`config.mk`:
```
export PLATFORM = sky130hd
export DESIGN_NAME = circular_event_log
export DESIGN_NICKNAME = d
export VERILOG_FILES = /design/src/rtl/core/cel_pkg.sv /design/src/rtl/core/cel_ram.sv /design/src/rtl/core/circular_event_log.sv
export VERILOG_INCLUDE_DIRS = /design/src /design/src/rtl/core
export SDC_FILE = /design/constraint.sdc
export NUM_CORES = 1
export LEC_CHECK = 0
export BUFFER_PORTS_ARGS = -buffer_cell sky130_fd_sc_hd__buf_2
export CORE_ASPECT_RATIO = 1.1
export CORE_MARGIN = 2
export CORE_UTILIZATION = 55
export CTS_CLUSTER_DIAMETER = 100
export DETAILED_ROUTE_END_ITERATION = 8
export GPL_ROUTABILITY_DRIVEN = 0
export PLACE_DENSITY_LB_ADDON = 0.2
export SLEW_MARGIN = 20
export SYNTH_ARGS = -nofsm -noshare
export SYNTH_HDL_FRONTEND = slang
export SYNTH_SLANG_ARGS = --single-unit
```
`constraint.sdc`:
```
create_clock -name clk -period 5.77 [get_ports clk]
set_input_delay 0.2885 -clock clk [delete_from_list [all_inputs] [get_ports clk]]
set_output_delay 0.2885 -clock clk [all_outputs]
set_load 0.02 [all_outputs]
```
`src/rtl/core/circular_event_log_defines.svh`:
```
// assertion macros for the circular event log
// used by the top level; no other dependencies
`ifndef CIRCULAR_EVENT_LOG_DEFINES_SVH
`define CIRCULAR_EVENT_LOG_DEFINES_SVH

// antecedent holds, consequent holds in the same cycle
`define CEL_ASSERT_SAME(label, clk, rst, ante, cons) \
  label: assert property (@(posedge clk) disable iff (rst) (ante) |-> (cons)) \
    else $error("circular_event_log: same-cycle check failed");

// antecedent holds, consequent holds in the next cycle
`define CEL_ASSERT_NEXT(label, clk, rst, ante, cons) \
  label: assert property (@(posedge clk) disable iff (rst) (ante) |=> (cons)) \
    else $error("circular_event_log: next-cycle check failed");

`endif

```
`src/rtl/core/cel_pkg.sv`:
```
// shared types and constants of the circular event log
// no dependencies
package cel_pkg;

  localparam int LOG_DEPTH_DEF = 16;
  localparam int MAX_RESULTS   = 16;
  localparam int NUM_W         = 5;    // holds 0 .. MAX_RESULTS

  // function codes
  localparam logic [1:0] FUNC_SAVE  = 2'd0;
  localparam logic [1:0] FUNC_DUMP  = 2'd1;
  localparam logic [1:0] FUNC_CLEAR = 2'd2;

  // configuration register indexes
  localparam logic CFG_CODE_LIMIT = 1'b0;
  localparam logic CFG_EXTRA_CODE = 1'b1;

  localparam logic [5:0] TIME_LIMIT  = 6'd59;
  localparam logic [7:0] SEQ_RESTART = 8'd1;
  localparam logic [7:0] CODE_LIMIT_RST = 8'd7;
  localparam logic [7:0] EXTRA_CODE_RST = 8'd255;

  typedef struct packed {
    logic [7:0] seq;
    logic [5:0] minute;
    logic [5:0] second;
    logic [7:0] code;
    logic [7:0] sum;
  } rec_t;

  localparam int REC_W = $bits(rec_t);

endpackage

```
`src/rtl/core/cel_ram.sv`:
```
// generic single write port, single read port ram with registered read
// depends on cel_pkg for default sizes
module cel_ram
  import cel_pkg::*;
#(
  parameter int WIDTH = REC_W,
  parameter int DEPTH = LOG_DEPTH_DEF
) (
  input  logic                     clk,
  input  logic                     we,
  input  logic [$clog2(DEPTH)-1:0] waddr,
  input  logic [WIDTH-1:0]         wdata,
  input  logic                     re,
  input  logic [$clog2(DEPTH)-1:0] raddr,
  output logic [WIDTH-1:0]         rdata
);

  logic [WIDTH-1:0] mem [DEPTH];

  always_ff @(posedge clk) begin
    if (we) begin
      mem[waddr] <= wdata;
    end
    if (re) begin
      rdata <= mem[raddr];
    end
  end

endmodule

```
`src/rtl/core/circular_event_log.sv`:
```
// circular event log: ring of timestamped warning records with dump and clear
// depends on cel_pkg, cel_ram and circular_event_log_defines.svh
//
// channel   signals                                       handshake
// command   start, func, minute, second, event_code       start & !busy
// result    strobe, status .. last                        strobe, one cycle
// config    cfg_valid, cfg_ready, cfg_index, cfg_data     cfg_valid & cfg_ready
//
// save, clear, unused code, empty dump: execute state, then idle for the next start taken
// dump: execute, then per record a ram read and an emit with checksum check, at most 16 records
// the single xor checksum unit is shared by the save and dump paths
// synchronous reset, no clearing pass: the record ram is only read where written
// results cannot be stalled; start is taken again in the cycle of the final strobe
`include "circular_event_log_defines.svh"

module circular_event_log
  import cel_pkg::*;
#(
  parameter int LOG_DEPTH = LOG_DEPTH_DEF
) (
  input  logic       clk,
  input  logic       rst,
  // command
  input  logic       start,
  output logic       busy,
  input  logic [1:0] func,
  input  logic [5:0] minute,
  input  logic [5:0] second,
  input  logic [7:0] event_code,
  // result
  output logic       strobe,
  output logic       status,
  output logic       has_record,
  output logic [3:0] position,
  output logic [7:0] seq,
  output logic [5:0] rec_minute,
  output logic [5:0] rec_second,
  output logic [7:0] rec_code,
  output logic       checksum_ok,
  output logic [4:0] count,
  output logic       last,
  // configuration
  input  logic       cfg_valid,
  output logic       cfg_ready,
  input  logic       cfg_index,
  input  logic [7:0] cfg_data
);

  localparam int SLOT_W = $clog2(LOG_DEPTH);
  localparam int CNT_W  = $clog2(LOG_DEPTH + 1);
  localparam int CMP_W  = (CNT_W > NUM_W) ? CNT_W : NUM_W;

  // sequencer states
  localparam logic [1:0] S_IDLE = 2'd0;
  localparam logic [1:0] S_EXEC = 2'd1;
  localparam logic [1:0] S_READ = 2'd2;
  localparam logic [1:0] S_EMIT = 2'd3;

  logic [1:0] state;

  // header
  logic [SLOT_W-1:0] write_slot;
  logic [CNT_W-1:0]  entry_count;
  logic [7:0]        next_sequence;

  // configuration registers
  logic [7:0] code_limit;
  logic [7:0] extra_code;

  // latched command
  logic [1:0] cmd_func;
  logic [5:0] cmd_minute;
  logic [5:0] cmd_second;
  logic [7:0] cmd_code;

  // dump walk
  logic [SLOT_W-1:0] rd_addr;
  logic [NUM_W-1:0]  dump_pos;
  logic [NUM_W-1:0]  dump_total;

  // ram side
  logic              ram_we;
  rec_t              ram_wdata;
  logic              ram_re;
  logic [REC_W-1:0]  ram_rdata;
  rec_t              rd_rec;

  // shared checksum unit
  logic [7:0] sum_seq;
  logic [5:0] sum_min;
  logic [5:0] sum_sec;
  logic [7:0] sum_code;
  logic [7:0] sum_out;

  logic              save_ok;
  logic [SLOT_W-1:0] slot_inc;
  logic [SLOT_W-1:0] rd_addr_inc;
  logic [CNT_W-1:0]  count_sat;
  logic [7:0]        seq_inc;
  logic [NUM_W-1:0]  dump_n;
  logic [NUM_W-1:0]  dump_pos_inc;
  logic              dump_done;

  assign busy      = (state != S_IDLE);
  assign cfg_ready = 1'b1;
  assign rd_rec    = rec_t'(ram_rdata);

  // operands come from the latched command on a save, from the ram on a dump
  always_comb begin
    if (state == S_EMIT) begin
      sum_seq  = rd_rec.seq;
      sum_min  = rd_rec.minute;
      sum_sec  = rd_rec.second;
      sum_code = rd_rec.code;
    end else begin
      sum_seq  = next_sequence;
      sum_min  = cmd_minute;
      sum_sec  = cmd_second;
      sum_code = cmd_code;
    end
    sum_out = sum_seq ^ {2'b00, sum_min} ^ {2'b00, sum_sec} ^ sum_code;
  end

  // save argument check: time stamps up to 59, code up to limit or the extra code
  assign save_ok = ((cmd_code <= code_limit) || (cmd_code == extra_code)) &&
                   (cmd_minute <= TIME_LIMIT) && (cmd_second <= TIME_LIMIT);

  // ring pointers wrap at the depth, not at a power of two
  assign slot_inc    = (write_slot == SLOT_W'(LOG_DEPTH - 1)) ? '0 : write_slot + 1'b1;
  assign rd_addr_inc = (rd_addr == SLOT_W'(LOG_DEPTH - 1)) ? '0 : rd_addr + 1'b1;
  assign count_sat   = (entry_count == CNT_W'(LOG_DEPTH)) ? entry_count
                                                          : entry_count + 1'b1;
  // sequence skips zero on wrap
  assign seq_inc     = (next_sequence == 8'hff) ? SEQ_RESTART : next_sequence + 8'd1;

  // a dump emits at most MAX_RESULTS records
  assign dump_n = (CMP_W'(entry_count) > CMP_W'(MAX_RESULTS)) ? NUM_W'(MAX_RESULTS)
                                                              : NUM_W'(entry_count);
  assign dump_pos_inc = dump_pos + 1'b1;
  assign dump_done    = (dump_pos_inc == dump_total);

  // record write happens in the execute cycle of an accepted save
  assign ram_we    = (state == S_EXEC) && (cmd_func == FUNC_SAVE) && save_ok;
  assign ram_wdata = '{seq: next_sequence, minute: cmd_minute, second: cmd_second,
                       code: cmd_code, sum: sum_out};
  assign ram_re    = (state == S_READ);

  cel_ram #(
    .WIDTH (REC_W),
    .DEPTH (LOG_DEPTH)
  ) u_ram (
    .clk   (clk),
    .we    (ram_we),
    .waddr (write_slot),
    .wdata (ram_wdata),
    .re    (ram_re),
    .raddr (rd_addr),
    .rdata (ram_rdata)
  );

  // configuration writes
  always_ff @(posedge clk) begin
    if (rst) begin
      code_limit <= CODE_LIMIT_RST;
      extra_code <= EXTRA_CODE_RST;
    end else if (cfg_valid && cfg_ready) begin
      unique case (cfg_index)
        CFG_CODE_LIMIT: code_limit <= cfg_data;
        CFG_EXTRA_CODE: extra_code <= cfg_data;
        default: ;
      endcase
    end
  end

  // command latch
  always_ff @(posedge clk) begin
    if (start && !busy) begin
      cmd_func   <= func;
      cmd_minute <= minute;
      cmd_second <= second;
      cmd_code   <= event_code;
    end
  end

  // sequencer, header and result registers
  always_ff @(posedge clk) begin
    if (rst) begin
      state         <= S_IDLE;
      write_slot    <= '0;
      entry_count   <= '0;
      next_sequence <= SEQ_RESTART;
      strobe        <= 1'b0;
    end else begin
      strobe <= 1'b0;
      unique case (state)
        S_IDLE: begin
          if (start) begin
            state <= S_EXEC;
          end
        end
        S_EXEC: begin
          // default result shape: no record, final
          status      <= 1'b0;
          has_record  <= 1'b0;
          position    <= '0;
          seq         <= '0;
          rec_minute  <= '0;
          rec_second  <= '0;
          rec_code    <= '0;
          checksum_ok <= 1'b0;
          count       <= 5'(entry_count);
          last        <= 1'b1;
          strobe      <= 1'b1;
          state       <= S_IDLE;
          case (cmd_func)
            FUNC_SAVE: begin
              if (save_ok) begin
                seq           <= next_sequence;
                count         <= 5'(count_sat);
                write_slot    <= slot_inc;
                entry_count   <= count_sat;
                next_sequence <= seq_inc;
              end else begin
                status <= 1'b1;
              end
            end
            FUNC_DUMP: begin
              // empty log gives the single no-record result above
              if (entry_count != '0) begin
                strobe     <= 1'b0;
                state      <= S_READ;
                rd_addr    <= (entry_count == CNT_W'(LOG_DEPTH)) ? write_slot : '0;
                dump_pos   <= '0;
                dump_total <= dump_n;
              end
            end
            FUNC_CLEAR: begin
              write_slot    <= '0;
              entry_count   <= '0;
              next_sequence <= SEQ_RESTART;
              count         <= '0;
            end
            default: ;  // unused code: plain ok result, state untouched
          endcase
        end
        S_READ: begin
          state <= S_EMIT;
        end
        S_EMIT: begin
          status      <= 1'b0;
          has_record  <= 1'b1;
          position    <= dump_pos[3:0];
          seq         <= rd_rec.seq;
          rec_minute  <= rd_rec.minute;
          rec_second  <= rd_rec.second;
          rec_code    <= rd_rec.code;
          checksum_ok <= (sum_out == rd_rec.sum);
          count       <= 5'(entry_count);
          last        <= dump_done;
          strobe      <= 1'b1;
          rd_addr     <= rd_addr_inc;
          dump_pos    <= dump_pos_inc;
          state       <= dump_done ? S_IDLE : S_READ;
        end
        default: state <= S_IDLE;
      endcase
    end
  end

  // checks
  `CEL_ASSERT_SAME(a_count_bound, clk, rst, 1'b1, entry_count <= CNT_W'(LOG_DEPTH))
  `CEL_ASSERT_NEXT(a_start_busy, clk, rst, start && !busy, busy)
  `CEL_ASSERT_SAME(a_more_follow, clk, rst, strobe && !last, busy)
  `CEL_ASSERT_SAME(a_reject_shape, clk, rst, strobe && status, last && !has_record)
  `CEL_ASSERT_SAME(a_dump_sum, clk, rst, strobe && has_record, checksum_ok)

endmodule

```
---- Word level (Yosys, flattened, before mapping) ----
Memories as Yosys holds them, arrays and structs flattened. A register that Yosys moved wholly into a read port is not among the register bits.
Cells that the tools add are included.
W data, S select, Z words.
operators by class
  add/sub/neg operators ................... 5
  order comparisons ....................... 4
  equal/unequal tests ..................... 16
  mux-type cells .......................... 45
  bitwise gates (word level) .............. 5
  reduce and logical (&&, ||, !) cells .... 19
operator list
  cell                   number
  $mux W8                6
  $pmux W8 S2            3
  $pmux W5 S2            3
  $mux W4                6
  $pmux W4 S2            3
  $pmux W6 S2            2
  $mux W5                4
  $eq A8 B8 Y1           2
  $xor A8 B6 Y8          2
  $le A6 B6 Y1 const B   2
  $mux W6                2
  $add A5 B1 Y5 const B  2
  $pmux W1 S2            5
  $add A4 B1 Y4 const B  2
  $add A8 B1 Y8 const B  1
  $eq A4 B4 Y1 const B   2
  $eq A8 B8 Y1 const B   1
  $le A8 B8 Y1           1
  $mux W2                4
  $pmux W2 S4            1
  $reduce_and A4 Y1      2
  $xor A8 B8 Y8          1
  $eq A2 B2 Y1 const B   3
  $mux W1                6
  15 further kinds       28
word-level totals
  bits in registers ....................... 113
  RAM bits ................................ 576
  input port bits ......................... 35
  word-level logic and storage cells ...... 119
  memories ................................ 1
memory list
  name       depth  width  rd ports  clocked after memory_dff  write ports  RTL line       RTL
  u_ram.mem  16     36     1         1                         1            cel_ram.sv:18  logic [WIDTH-1:0] mem [DEPTH];

---- Logic depth before layout (Yosys ltp) ----
Gate-level depths: netlist of run 1.
  depth after elaboration ................. 7
  mapped depth ............................ 10

---- Cells and area by module ----
A second synthesis of run 1 with hierarchy kept.
second synthesis, totals
  cell total of the unflattened synthesis .. 1452
  area total of the unflattened synthesis .. 28259.6 µm²
by module, submodules not included
  module              times used  cells each  area an instance (µm²)  seq. area each (µm²)
  cel_ram             1           938         22679.3                 18377.6
  circular_event_log  1           514         5580.4                  3032.9

---- Worst setup path before layout of run 1 ----
OpenSTA, ideal clock, no wires.
  path type ............................... reg2reg
  from .................................... reg cmd_code[1]
  to ...................................... mem u_ram.mem[15][0] (netlist name), enable pin
  setup time .............................. 0.474 ns
  arrival ................................. 4.227 ns
  path slack .............................. 1.069 ns
  cell stages (with the launch flop) ...... 9
  buffers on the path ..................... 1
  clock period less this slack ............ 4.701 ns
  path through ............................ edfxtp_1 -> ha_1 -> nor2b_1 -> o211ai_2 -> a21o_1 -> a211oi_1 -> or2_1 -> buf_6 -> nor3_1
between the ends
  cells in the longest elaborated chain, start to end .. 7
ends and longest elaborated chain
  what                                                 RTL line                   RTL
  from (decl)                                          circular_event_log.sv:74   logic [7:0] cmd_code;
  from (signal assigned)                               circular_event_log.sv:181  cmd_code <= event_code;
  $le A8 B8 Y1 / $eq A8 B8 Y1 (equally long branches)  circular_event_log.sv:125  assign save_ok = ((cmd_code <= code_limit) || (cmd_code == extra_code)) &&
  $logic_or A1 B1 Y1 (*)                               circular_event_log.sv:125
  $logic_and A1 B1 Y1 (*)                              circular_event_log.sv:125
  $logic_and A1 B1 Y1 (*)                              circular_event_log.sv:126  (cmd_minute <= TIME_LIMIT) && (cmd_second <= TIME_LIMIT);
  $logic_and A1 B1 Y1 (*)                              circular_event_log.sv:143  assign ram_we = (state == S_EXEC) && (cmd_func == FUNC_SAVE) && save_ok;
  $mux W1 (*)                                          cel_ram.sv:21              if (we) begin
  $mux W1 (implied by the code) (*)                    cel_ram.sv:22              mem[waddr] <= wdata;
  to (decl)                                            cel_ram.sv:18
Every way passes the cells marked *; elsewhere a longest branch is shown, timed or not.

---- Final worst setup path of run 1 ----
  from .................................... reg cmd_code[6]
  to ...................................... mem u_ram.mem[14][27] (netlist name), enable pin
The elaborated chain is that of the path after synthesis.

==> impl_metrics.tcl, run 1 <==
set metrics [dict create \
    status "finished clean" \
    drc_errors 0 \
    synthCells 1369 \
    die_h_um 242 \
    setup_viol 0 \
    syn_nets 1421 \
    crit_fanout 23 \
    post_cts_buffers 0 \
    io_pins 79 \
    wl_per_cell_um 27.3 \
    cts_max_path_buffers 3 \
    maxCapViolations 0 \
    ys.flop_type "edfxtp_1" \
    wl_um 61300 \
    max_slew_margin_pct 26.2 \
    hold_viol 0 \
    ys_async_sr_fraction_pct 0 \
    hold_class "input port to flop" \
    holdBufCountCts 31 \
    vias 13800 \
    leakage_nw 10.3 \
    io_buffer_count 77 \
    h-tree-depth 3 \
    period_minus_slack_ns 3.98 \
    ant_nets 0 \
    tritoncts "yes" \
    avgSynthCellArea_um2 20.7 \
    area_delta_synth_final_pct 13.5 \
    path_class "flop to flop" \
    arrival_ns 4.25 \
    layout_common_cells "edfxtp_1 (689), mux4_2 (180), buf_2 (77)" \
    ys_seq_elements 725 \
    grt.overflow.total 0 \
    fin_crit_sh_pct 69.0 \
    start_util_pct 55.5 \
    cp-start-kind "flop" \
    cp-end-kind "flop" \
    numCtsBuffers 72 \
    yosys_warnings 0 \
    grt_pass1_wl_um 91500 \
    netlist_area_mm2 0.0283 \
    row_count 87 \
    coreArea_mm2 0.0511 \
    clk_latency_ns 0.62 \
    clk_pin_slew_worst_paths_ns 0.06 \
    grt_usage_pct 23.9 \
    die_area_mm2 0.0533 \
    worstPathRequired_ns 6.04 \
    final_util_pct 63.0 \
    skew_ns 0.0220 \
    post_cts_resized 0 \
    antenna_found_initial 0 \
    rsz0062_at_grt "false" \
    ys_seq_area_share_pct 75.6 \
    drv_slew 0 \
    powerDensity_mw_per_mm2 327 \
    firstDrtPassIters 5 \
    grt_max_degree 147 \
    drive_above_1_share_pct 27.1 \
    final.setup.tns_ns 0 \
    grt_pass1_vias 14200 \
    vdd_drop_max_v 0.000315 \
    final_common_cell "edfxtp_1" \
    drt_iter0_markers 1446 \
    dp_hpwl_um 35600 \
    dieWidth_um 220 \
    via_per_inst 6.13 \
    ys_types 54 \
    cts_root_buffer "clkbuf_16" \
    synth_edf_count 689 \
    reg2reg_slack_ns 1.79 \
    cts_num_sinks 725 \
    diodes 0 \
    layout.nets 1573 \
    fmax_ghz 0.251 \
    worst_pin_slew_ns 1.11 \
]
## report_power, final
| part | switching [W] | internal, W | total [W] | leakage, nW |
|---|---|---|---|---|
| logic | 0.000166 | 0.0000868 | 0.000252 | 2.64 |
| registers | 0.0000456 | 0.00580 | 0.00584 | 6.59 |
| clock network | 0.00193 | 0.00248 | 0.00441 | 1.09 |
| total | 0.00214 | 0.00837 | 0.0105 | 10.3 |
## cells by family (layout without fill, tap and decap cells)
family                   count (synthesis)  in the layout  share of synthesized area, %
flip-flops                             725            725                          75.6
AND/OR/NAND/NOR                        202            202                          3.81
multiplexers                           180            180                          14.3
AO/OA/AOI/OAI                           90             90                          2.16
buffers and inverters                   88            296                          1.29
XOR/XNOR                                66             66                          2.04
adder cells (fa/ha/maj)                 17             17                         0.751
other                                    1              1                        0.0132
## Yosys cell counts (18+ instances only)
| library cell | count | area [um2] |
|---|---|---|
| mux4_2 | 180 | 4050 |
| nor2_1 | 34 | 128 |
| nand3_1 | 18 | 90.1 |
| and3_1 | 46 | 288 |
| clkbuf_1 | 49 | 184 |
| buf_2 | 20 | 100 |
| edfxtp_1 | 689 | 20700 |
| nand2_1 | 47 | 176 |
| a21oi_1 | 27 | 135 |
| xnor2_1 | 49 | 429 |
| dfxtp_1 | 36 | 721 |
## stage by stage
stage	total power (W)	std cells	hold WS, ns	setup WS [ns]	cell area [um2]
after floorplan	0.00607	1369	0.387	1.07	28300
after CTS	0.0106	2244	0.102	1.52	32100
final	0.0105	2244	0.144	1.79	32100
after global routing	0.0108	2244	0.154	1.55	32100
after global placement	0.00618	2083	0.448	1.56	29600
after detailed placement	0.00619	2083	0.458	1.49	29600
## area by class of cell
type / instances / area, um2
Clock buffer: 95 / 1950
Clock inverter: 35 / 265
Fill cell: 3481 / 18900
Inverter: 17 / 63.8
Multi-Input combinational cell: 556 / 6590
Sequential cell: 725 / 21400
Tap cell: 667 / 835
Timing Repair Buffer: 149 / 1030
## final timing paths
check                start                 to  cells after the start
max            cmd_code[6]  u_ram.mem[14][27]                      8
min reg2reg  code_limit[4]      code_limit[4]                      2
min              cfg_valid      extra_code[7]                      3
max reg2reg    cmd_code[6]  u_ram.mem[14][27]                      8
## state kept, by name, indices dropped and copies added (netlist names), 8 cells and up
name,cells
u_ram.mem,576
extra_code,8
code_limit,8
cmd_code,8
u_ram.rdata,36
seq,8
next_sequence,8
rec_code,8
## critical path, cell delays in order, from the launching register on
cell      delay, ns
edfxtp_1       0.80
ha_1           0.38
nand2_1        0.07
nor2_1         0.05
a211oi_2       0.21
a211oi_1       0.22
nor3_4         0.64
and4_2         0.78
buf_4          0.48
## metal layers
layer	track usage (%)	vias to the layer above	share of wire [%]
met1	34.0	7256	42
li1	-	5939	-
met5	0	-	0
met2	37.9	479	50
met3	4.51	92	6.1
met4	7.46	0	2.4
Power figures use the tool's default switching activity.
==> run 2, diff against run 1 <==
==> constraint.sdc (replaced) <==
create_clock -name clk -period 3.25 [get_ports clk]
set_input_delay 0.1625 -clock clk [delete_from_list [all_inputs] [get_ports clk]]
set_output_delay 0.1625 -clock clk [all_outputs]
set_load 0.02 [all_outputs]
==> run 2 against run 1 <==
Hold slack improved by 0.12 ns. Sequential power increased by 76%. Sequential share of layout area decreased by 1.5 points. Sequential cell count unchanged. Via count increased by 4.1%. Setup slack got worse by 1.6 ns. Power increased by 83%. Maximum frequency increased by 31%. Non-clock buffer count increased by 57. Final cell count increased by 2.5%. Largest power group unchanged. Clock skew increased by 0.0012 ns.
==> impl_metrics.tcl, run 2 (synthesis results as in run 1) <==
set metrics [dict create \
    dp_hpwl_um 40900 \
    antenna_found_initial 1 \
    setup_viol 0 \
    grt_pass1_wl_um 95900 \
    switching_share_pct 19.8 \
    firstDrtPassIters 5 \
    skew_ns 0.0232 \
    worstPathRequired_ns 3.55 \
    p_comb_share_pct 2.9 \
    maxCapViolations 0 \
    slowest_delay_ns 0.60 \
    p_switching_w 0.00380 \
    cp-startpoint "cmd_code[5]" \
    via_per_inst 6.23 \
    h-tree-depth 3 \
    cp-end-kind "flop" \
    post_cts_buffers 0 \
    crit_cells 10 \
    start_util_pct 55.5 \
    instances_no_fill 2299 \
    critical_path.top_delay_family "simple AND/OR/NAND/NOR gates" \
    clk_latency_ns 0.62 \
    final.setup.tns_ns 0 \
    row_count 87 \
    path_class "flop to flop" \
    largest_reg_flops 576 \
    final_common_cell "edfxtp_1" \
    die_h_um 242 \
    max_slew_margin_pct 32.7 \
    layout_common_cells "edfxtp_1 (689), mux4_2 (180), buf_4 (81)" \
    vias 14300 \
    wl_um 64800 \
    vdd_drop_max_v 0.000486 \
    crit_fanout 21 \
    largestRegisters "u_ram.mem (576), u_ram.rdata (36)" \
    numCtsBuffers 72 \
    ant_nets 0 \
    path_buf_inv 3 \
    die_area_mm2 0.0533 \
    io_buffer_count 77 \
    cts_max_path_buffers 3 \
    io_pins 79 \
    drive_above_1_share_pct 29.5 \
    clk_pin_slew_worst_paths_ns 0.06 \
    period_minus_slack_ns 3.05 \
    p_clk_share_pct 43.3 \
    regMostFlops "u_ram.mem" \
    cp-start-kind "flop" \
    layout.nets 1630 \
    diodes 0 \
    coreArea_mm2 0.0511 \
    hold_class "input port to flop" \
    grt_usage_pct 25.2 \
    powerDensity_mw_per_mm2 584 \
    grt_pass1_vias 14200 \
    cts_root_buffer "clkbuf_16" \
    tritoncts "yes" \
    drc_errors 0 \
    status "finished clean" \
    leakage_nw 10.7 \
    drv_slew 0 \
    rsz0062_at_grt "false" \
    p_int_w 0.0154 \
    fin_crit_sh_pct 93.8 \
    rr_worst_depth 10 \
    path_cells "ha_1 -> a21oi_1 -> nor2_1 -> a211oi_2 -> a211oi_2 -> nor3_2 -> buf_4 -> buf_4 -> and4b_2 -> buf_12" \
    crit_path_end "u_ram.mem[7][3]" \
    fmax_ghz 0.328 \
    cts_num_sinks 725 \
    timing.rr.start "cmd_code[5]" \
    dieWidth_um 220 \
    sequentialPowerShare_pct 53.8 \
    drt_iter0_markers 1601 \
    dp.cells 2136 \
    wl_per_cell_um 28.2 \
    reg2reg_slack_ns 0.20 \
    grt.overflow.total 0 \
    worst_pin_slew_ns 0.998 \
    hold_viol 0 \
    arrival_ns 3.35 \
    area_delta_synth_final_pct 16.1 \
    grt_max_degree 41 \
    cp_slowest_cell "and4b_2" \
    reg2reg_to "u_ram.mem[7][3]" \
]
-- run 2: worst min path at each step --
stage	startpoint	end	slack (ns)	depth (start not counted)
2_1_floorplan	event_code[0]	cmd_code[0]	0.26	0
3_3_place_gp	minute[1]	cmd_minute[1]	0.34	1
3_5_place_dp	minute[1]	cmd_minute[1]	0.34	1
4_1_cts	second[0]	cmd_second[0]	0.23	2
5_1_grt	minute[0]	cmd_minute[0]	0.25	2
6_report	event_code[1]	cmd_code[1]	0.26	2
-- run 2: metrics by stage --
stage          power [W]  cell area, um2  utilization [%]  worst slack (ns)  hold WS (ns)
6_report          0.0192           32900             64.4             0.203         0.263
5_1_grt           0.0197           32900             64.4            0.0126         0.248
4_1_cts           0.0193           32900             64.4            0.0857         0.234
3_5_place_dp      0.0110           30100             59.0             0.112         0.341
3_3_place_gp      0.0110           30100             59.0             0.121         0.341
2_1_floorplan     0.0108           28300                -             0.135         0.261
-- run 2: routing by layer --
| layer | part of all wire, % | track usage, % |
|---|---|---|
| met5 | 0 | 0 |
| met4 | 2.7 | 8.29 |
| met3 | 7.3 | 3.41 |
| met2 | 49 | 39.2 |
| met1 | 41 | 37.3 |
-- run 2: layout make-up --
type / instances / area, um2
sequential: 725 / 21400
tap: 667 / 835
multi-input combinational: 556 / 6590
fill: 3370 / 18200
clock inverter: 34 / 357
timing repair buffer: 206 / 1600
inverter: 17 / 63.8
clock buffer: 94 / 2010
-- run 2: what timing repair did --
item / in CTS / in global routing
hold buffers: 35 / 0
endpoints found under the hold margin: 42 / 0
setup endpoints to repair: 0 / 219
gates resized for setup: 0 / 1
-- run 2: power groups by stage --
stage	clock, W	combinational, W	sequential, W
after detailed placement	0	0.000523	0.0105
after global placement	0	0.000511	0.0105
after CTS	0.00844	0.000557	0.0103
after global routing	0.00881	0.000605	0.0103
after floorplan	0	0.000217	0.0106
final	0.00830	0.000559	0.0103
